==> src/sv/bba_pkg.sv <==
// Shared types, codes and helper functions of the buddy block allocator.
`default_nettype none

package bba_pkg;

    localparam int unsigned LEVELS_DEF = 10;

    localparam int unsigned KIND_W   = 2;
    localparam int unsigned REQ_W    = 16;
    localparam int unsigned OFF_W    = 10;
    localparam int unsigned STATUS_W = 2;
    localparam int unsigned SIZE_W   = 11;
    // A rounded request of up to 2^16-1 units needs a level value of up to 17.
    localparam int unsigned NEED_W   = 5;

    localparam logic [KIND_W-1:0] KIND_ALLOC = 2'd0;
    localparam logic [KIND_W-1:0] KIND_FREE  = 2'd1;
    localparam logic [KIND_W-1:0] KIND_QUERY = 2'd2;

    localparam logic [STATUS_W-1:0] ST_OK        = 2'd0;
    localparam logic [STATUS_W-1:0] ST_NO_SPACE  = 2'd1;
    localparam logic [STATUS_W-1:0] ST_NOT_ALLOC = 2'd2;

    typedef struct packed {
        logic [KIND_W-1:0] kind;
        logic [REQ_W-1:0]  request_size;
        logic [OFF_W-1:0]  offset;
    } t_req;

    typedef struct packed {
        logic [STATUS_W-1:0] status;
        logic [OFF_W-1:0]    block_offset;
        logic [SIZE_W-1:0]   block_size;
    } t_resp;

    typedef enum logic [2:0] {
        S_CLEAR,
        S_IDLE,
        S_ROOT,
        S_DESC,
        S_MARK,
        S_FIND,
        S_CLIMB,
        S_DONE
    } t_state;

    typedef enum logic [3:0] {
        CMD_NONE,
        CMD_CLEAR,
        CMD_ACCEPT,
        CMD_FAIL_SHORT,
        CMD_READ_LEFT,
        CMD_DESCEND,
        CMD_MARK,
        CMD_FOUND_QUERY,
        CMD_FOUND_FREE,
        CMD_UP,
        CMD_CLIMB,
        CMD_EMIT
    } t_cmd;

    typedef struct packed {
        logic in_alloc;
        logic in_bad;
        logic rd_short;
        logic at_need;
        logic desc_last;
        logic rd_zero;
        logic at_root;
        logic parent_root;
        logic clear_last;
        logic is_query;
    } t_dp_status;

    // Level value of the smallest power-of-two block holding req units.
    function automatic logic [NEED_W-1:0] need_of(input logic [REQ_W-1:0] req);
        logic [REQ_W-1:0]  v;
        logic [NEED_W-1:0] k;
        v = (req == '0) ? '0 : req - REQ_W'(1);
        k = '0;
        for (int i = 0; i < REQ_W; i++) begin
            if (v[i]) begin
                k = NEED_W'(i + 1);
            end
        end
        return k + NEED_W'(1);
    endfunction

endpackage

`default_nettype wire

==> src/sv/bba_ctrl.sv <==
// Controller state machine of the buddy allocator.
`default_nettype none

module bba_ctrl (
    input  logic                i_clk,
    input  logic                i_rst_n,
    input  logic                i_in_valid,
    input  logic                i_out_ready,
    input  bba_pkg::t_dp_status i_status,
    output logic                o_in_ready,
    output logic                o_out_valid,
    output bba_pkg::t_cmd       o_cmd
);
    import bba_pkg::*;

    t_state r_state, n_state;
    logic   r_out_valid, n_out_valid;
    logic   emit;

    assign emit = (r_state == S_DONE) && (!r_out_valid || i_out_ready);

    // Next state.
    always_comb begin
        n_state = r_state;
        unique case (r_state)
            S_CLEAR: begin
                if (i_status.clear_last) n_state = S_IDLE;
            end
            S_IDLE: begin
                if (i_in_valid) begin
                    priority if (i_status.in_alloc) n_state = S_ROOT;
                    else if (i_status.in_bad)       n_state = S_DONE;
                    else                            n_state = S_FIND;
                end
            end
            S_ROOT: begin
                priority if (i_status.rd_short) n_state = S_DONE;
                else if (i_status.at_need)      n_state = S_MARK;
                else                            n_state = S_DESC;
            end
            S_DESC: begin
                if (i_status.desc_last) n_state = S_MARK;
            end
            S_MARK: begin
                n_state = i_status.at_root ? S_DONE : S_CLIMB;
            end
            S_FIND: begin
                priority if (i_status.rd_zero) begin
                    if (i_status.is_query || i_status.at_root) n_state = S_DONE;
                    else                                       n_state = S_CLIMB;
                end else if (i_status.at_root) begin
                    n_state = S_DONE;
                end else begin
                    n_state = S_FIND;
                end
            end
            S_CLIMB: begin
                if (i_status.parent_root) n_state = S_DONE;
            end
            S_DONE: begin
                if (emit) n_state = S_IDLE;
            end
            default: n_state = S_CLEAR;
        endcase
    end

    // Outputs.
    always_comb begin
        o_cmd      = CMD_NONE;
        o_in_ready = 1'b0;
        unique case (r_state)
            S_CLEAR: o_cmd = CMD_CLEAR;
            S_IDLE: begin
                o_in_ready = 1'b1;
                if (i_in_valid) o_cmd = CMD_ACCEPT;
            end
            S_ROOT: begin
                priority if (i_status.rd_short) o_cmd = CMD_FAIL_SHORT;
                else if (i_status.at_need)      o_cmd = CMD_NONE;
                else                            o_cmd = CMD_READ_LEFT;
            end
            S_DESC:  o_cmd = CMD_DESCEND;
            S_MARK:  o_cmd = CMD_MARK;
            S_FIND: begin
                priority if (i_status.rd_zero) begin
                    o_cmd = i_status.is_query ? CMD_FOUND_QUERY : CMD_FOUND_FREE;
                end else if (!i_status.at_root) begin
                    o_cmd = CMD_UP;
                end else begin
                    o_cmd = CMD_NONE;
                end
            end
            S_CLIMB: o_cmd = CMD_CLIMB;
            S_DONE: begin
                if (emit) o_cmd = CMD_EMIT;
            end
            default: o_cmd = CMD_NONE;
        endcase
    end

    always_comb begin
        n_out_valid = r_out_valid;
        priority if (emit)    n_out_valid = 1'b1;
        else if (i_out_ready) n_out_valid = 1'b0;
        else                  n_out_valid = r_out_valid;
    end

    assign o_out_valid = r_out_valid;

    always_ff @(posedge i_clk) begin
        if (!i_rst_n) begin
            r_state     <= S_CLEAR;
            r_out_valid <= 1'b0;
        end else begin
            r_state     <= n_state;
            r_out_valid <= n_out_valid;
        end
    end

endmodule

`default_nettype wire
==> config.mk <==
export PLATFORM = sky130hd
export DESIGN_NAME = bba_ctrl
export DESIGN_NICKNAME = d
export VERILOG_FILES = /design/src/sv/bba_pkg.sv /design/src/sv/bba_ctrl.sv
export SDC_FILE = /design/constraint.sdc
export NUM_CORES = 1
export LEC_CHECK = 0
export BUFFER_PORTS_ARGS = -buffer_cell sky130_fd_sc_hd__clkbuf_2
export CELL_PAD_IN_SITES_DETAIL_PLACEMENT = 0
export CELL_PAD_IN_SITES_GLOBAL_PLACEMENT = 1
export CORE_MARGIN = 8
export CORE_UTILIZATION = 32
export DETAILED_ROUTE_END_ITERATION = 8
export MAX_ROUTING_LAYER = met4
export PLACE_DENSITY = 0.77
export SYNTH_ARGS = -nofsm -noshare
export SYNTH_HDL_FRONTEND = slang
export SYNTH_SLANG_ARGS = --single-unit
==> constraint.sdc <==
create_clock -name i_clk -period 3.2 [get_ports i_clk]
set_input_delay 0.48 -clock i_clk [delete_from_list [all_inputs] [get_ports i_clk]]
set_output_delay 0.48 -clock i_clk [all_outputs]
set_load 0.05 [all_outputs]
== Yosys cells after proc, flatten, opt, wreduce, memory -nomap -nowiden ==
Index checks and enable logic that the tools add are counted.

* Multiplexer cells: 25
* Reductions and logical operators: 7
* Equal/unequal tests: 12

{| class="wikitable"
|+ Operators by type and width
! cell !! count
|-
| 2-to-1 mux 3 bit || 11
|-
| case mux 4 bit (8 select lines) || 1
|-
| case mux 3 bit (8 select lines) || 1
|-
| 2-to-1 mux 4 bit || 4
|-
| equality test 3 bit (second input constant) || 4
|-
| inequality test 2 bit (second input constant) || 5
|-
| equality test 3 x 2 -> 1 bit (second input constant) || 2
|-
| 2-to-1 mux 2 bit || 3
|-
| 2-to-1 mux 1 bit || 5
|-
| AND reduction 5 bit || 1
|-
| equality test 3 x 1 -> 1 bit (second input constant) || 1
|-
| logical NOT 3 bit || 1
|-
| logical OR 1 bit || 2
|-
| nonzero test 2 bit || 1
|-
| logical AND 1 bit || 1
|-
| logical NOT 1 bit || 1
|}

* Output and inout bits: 6
* Flip-flop bits (word level): 4
* Logic and storage cells: 46

== Logic depth before layout (Yosys ltp) ==
* Depth in word-level cells: 5
* Depth in mapped cells: 5
* Mapped depth without buffers: 4

== Least setup slack after synthesis ==
OpenSTA, ideal clock, no wires.

* Path kind: reg-to-output
* Start point: reg r_state[1]
* End point: out o_cmd[1]
* Stages on the path, launching flop included: 4
* Slack: 257 ps
* Data required time: 2,720 ps
* Arrival: 2,463 ps
* Path through: dfxtp_1 > buf_2 > buf_2 > o311ai_0

* Longest elaborated chain between the ends: 4

{| class="wikitable"
|+ Ends and longest elaborated chain
! element !! line !! RTL
|-
| start: declaration || bba_ctrl.sv:16 || <nowiki>t_state r_state, n_state;</nowiki>
|-
| start signal: assignment || bba_ctrl.sv:115 || <nowiki>r_state <= n_state;</nowiki>
|-
| equality test 3 bit || bba_ctrl.sv:20, bba_ctrl.sv:71 ||
|-
| logical AND 1 bit || bba_ctrl.sv:20 || <nowiki>assign emit = (r_state == S_DONE) && (!r_out_valid || i_out_ready);</nowiki>
|-
| 2-to-1 mux 4 bit || bba_ctrl.sv:95 || <nowiki>if (emit) o_cmd = CMD_EMIT;</nowiki>
|-
| case mux 4 bit (8 select lines) (*) || bba_ctrl.sv:71 || <nowiki>unique case (r_state)</nowiki>
|-
| end: declaration || bba_ctrl.sv:12 || <nowiki>output bba_pkg::t_cmd o_cmd</nowiki>
|}

Every way passes the cells marked *; elsewhere a longest branch is shown, timed or not.

== Final worst setup path ==
* Start point: reg r_state[1]
* End point: out o_cmd[0]

The elaborated chain is that of the path after synthesis.

==> results.sh <==
export IMPL_status="finished, final reports clean"
export IMPL_min_period_ps=2463
export IMPL_start_util_pct=34.28
export IMPL_synthTopCellsByArea="dfxtp_1 18%, o21ai_0 7.8%, a211oi_2 5.5%, a21oi_1 5.5%, nor2_1 5.0%"
export IMPL_cts_tree="built"
export IMPL_hold_class="in -> reg"
export IMPL_ir_worst_vdd_v=0.0003333
export IMPL_synth_seq_cells=4
export IMPL_grt_max_degree=18
export IMPL_dieArea_mm2=0.002870
export IMPL_numCtsBuffers=3
export IMPL_n_fill_cell=154
export IMPL_cpMaxStageDelayCell="dfxtp_1"
export IMPL_antenna_found_initial=0
export IMPL_slew_violations=0
export IMPL_vias=486
export IMPL_p_total_w=0.0004688
export IMPL_grt_overflow=0
export IMPL_clk_path_buf_depth=2
export IMPL_wl_per_cell_um=13.23
export IMPL_drtIter0Drc=15
export IMPL_crit_chain="mux2i_1, o21ai_0, a221oi_1, clkbuf_2"
export IMPL_syn_inst=60
export IMPL_grt_pass1_vias=496
export IMPL_max_freq_mhz=406.0
export IMPL_slew_headroom_pct=60.77
export IMPL_cpPeakStageDelay_ps=680
export IMPL_port_buffers=19
export IMPL_required_ps=2720
export IMPL_p_leak_nw=0.2339
export IMPL_via_per_inst=5.226
export IMPL_worstMarginPinSlew_ps=587.7
export IMPL_clk_latency_ps=230
export IMPL_post_cts_buffers=0
export IMPL_synth_edff_count=0
export IMPL_yosys_area_top_type_share_pct=17.73
export IMPL_synthToLayoutAreaGrowth_pct=23.82
export IMPL_yosysWarnings=0
export IMPL_grt_use_met3_pct=1.928
export IMPL_hold_viol_final=0
export IMPL_yosys_top_cells_count="7 x o21ai_0, 6 x nor2_1, 5 x a21oi_1, 4 x dfxtp_1, 4 x nand2_1"
export IMPL_firstDrtPassIters=3
export IMPL_route_final_wire_length_um=1230
export IMPL_synth_nets=74
export IMPL_p_per_area_mw_per_mm2=838.3
export IMPL_synth_most_common_cell="o21ai_0"
export IMPL_synth_flop_cell="dfxtp_1"
export IMPL_worst_path_max_fanout=17
export IMPL_grt_use_met2_pct=15.23
export IMPL_synthArstFlopShare_pct=0
export IMPL_grtUsageMet1_pct=12.32
export IMPL_finalCritPeriodShare_pct=76.97
export IMPL_cts_htree_levels=1
export IMPL_cp_start_kind="flop"
export IMPL_setup_tns_ps=0
export IMPL_globalplace_congestion=0.7708
export IMPL_dp_hpwl_um=970.2
export IMPL_nets=94
export IMPL_critical_path_endpoint_type="primary output"
export IMPL_yosysSeqAreaShare_pct=17.73
export IMPL_path_clk_slew_ps=40
export IMPL_drc=0
export IMPL_antennaDiodeCount=0
export IMPL_die_y_um=53.57
export IMPL_grt_pass1_wl_um=2159
export IMPL_ctsHoldBuffers=0
export IMPL_cap_violations=0
export IMPL_synth_distinct_cells=31
export IMPL_coreArea_mm2=0.001318
export IMPL_synth_area_um2=451.7
export IMPL_track_usage_pct=10.03
export IMPL_setup_viol=0
export IMPL_clock_sinks=4
export IMPL_ctsResizeCount=0
export IMPL_layout_drive_gt1_share_pct=37.18
export IMPL_clock_root_buffer="clkbuf_4"
export IMPL_boundaryPins=20
export IMPL_critPathKind="reg -> out"
export IMPL_gr_max_usage_layer="met2"
export IMPL_finClkSkew_ps=2.629
export IMPL_ant_nets=0
export IMPL_synth_top_cell_by_area="dfxtp_1"
export IMPL_cp_data_arrival_time_ps=1980
export IMPL_fp_row_count=13
export IMPL_syn_area_per_cell_um2=7.528
export IMPL_die_x_um=53.57
export IMPL_rsz0062_at_grt="no"
==> cells by family after synthesis <==
| logic type | count (synthesis) | synth area share, % |
|---|---|---|
| flip-flops | 4 | 17.73 |
| buffers and inverters | 6 | 8.034 |
| AO/OA/AOI/OAI | 26 | 42.10 |
| multiplexers | 1 | 2.216 |
| AND/OR/NAND/NOR | 23 | 29.92 |
==> sequential cells by signal, summed over array words and instances (netlist names) <==
signal,flops
o_out_valid,1
r_state,3
==> metrics by stage <==
stage / instances / instance area, um2 / hold WS [ps] / util, % / setup WS (ps)
final: 93 / 559.3 / 490.1 / 42.45 / 736.9
after CTS: 93 / 559.3 / 488.6 / 42.45 / 734.2
after global routing: 93 / 559.3 / 501.9 / 42.45 / 568.6
after floorplan: 60 / 451.7 / 580.7 / - / 256.8
after global placement: 90 / 536.8 / 707.7 / 40.74 / 1078
after detailed placement: 90 / 536.8 / 701.8 / 40.74 / 981.7
==> path summary, 6_finish.rpt <==
| kind | end | slack [ps] | cells past startpoint | from |
|---|---|---|---|---|
| worst max-delay path | o_cmd[0] | 740 | 4 | r_state[1] |
| worst min-delay path | r_state[0] | 490 | 3 | i_rst_n |
| worst min register to register | o_out_valid | 710 | 3 | o_out_valid |
| worst max register to register | r_state[1] | 1630 | 4 | r_state[0] |
==> layer usage <==
metal | vias to the layer above | wire length (um) | share of wire [%]
li1 | 260 | - | -
met1 | 214 | 610 | 50
met2 | 12 | 540 | 44
met3 | 0 | 80 | 6.5
met4 | 0 | 0 | 0
met5 | - | 0 | 0
==> area by class of cell <==
class | count | area (um2) | area share, %
clock buffer | 3 | 22.52 | 4.027
inverter | 2 | 7.507 | 1.342
multi-input combinational | 50 | 335.3 | 59.96
sequential | 4 | 80.08 | 14.32
tap | 15 | 18.77 | 3.356
timing repair buffer | 19 | 95.09 | 17.00
==> cells in the final DEF, fill, tap and decap left out <==
master | synthesis | final
nand3b_2 | 1 | 1
a21o_1 | 1 | 1
nor3b_4 | 1 | 1
nor2b_1 | 3 | 3
nand2_1 | 4 | 4
a211oi_1 | 1 | 1
a211oi_2 | 2 | 2
a211o_1 | 1 | 1
a21oi_1 | 5 | 5
nand3b_1 | 1 | 1
o21a_1 | 1 | 1
a221oi_1 | 1 | 1
o21ai_0 | 7 | 7
clkbuf_2 | 0 | 19
clkbuf_4 | 1 | 3
a221oi_2 | 1 | 1
a21boi_0 | 2 | 2
a2bb2oi_1 | 1 | 1
dfxtp_1 | 4 | 4
and2_2 | 1 | 1
mux2i_1 | 1 | 1
o2bb2ai_1 | 1 | 1
inv_1 | 2 | 2
o311ai_0 | 1 | 1
nor2_1 | 6 | 6
a21oi_2 | 1 | 1
or2_1 | 1 | 1
nand2b_1 | 2 | 2
nand3_1 | 2 | 2
nor3_1 | 1 | 1
==> critical path, delay by kind of cell (launching register included) <==
kind	cells	cell delay (ps)
AO/OA/AOI/OAI	2	450
multiplexers	1	280
buffers and inverters	1	330
flip-flops	1	680
==> power by group <==
part,internal [W],leakage (nW),switching (W)
registers,0.0000634,0.0328,0.0000564
clock network,0.0000418,0.0138,0.0000189
logic,0.000100,0.187,0.000188
Power figures use the tool's default switching activity.
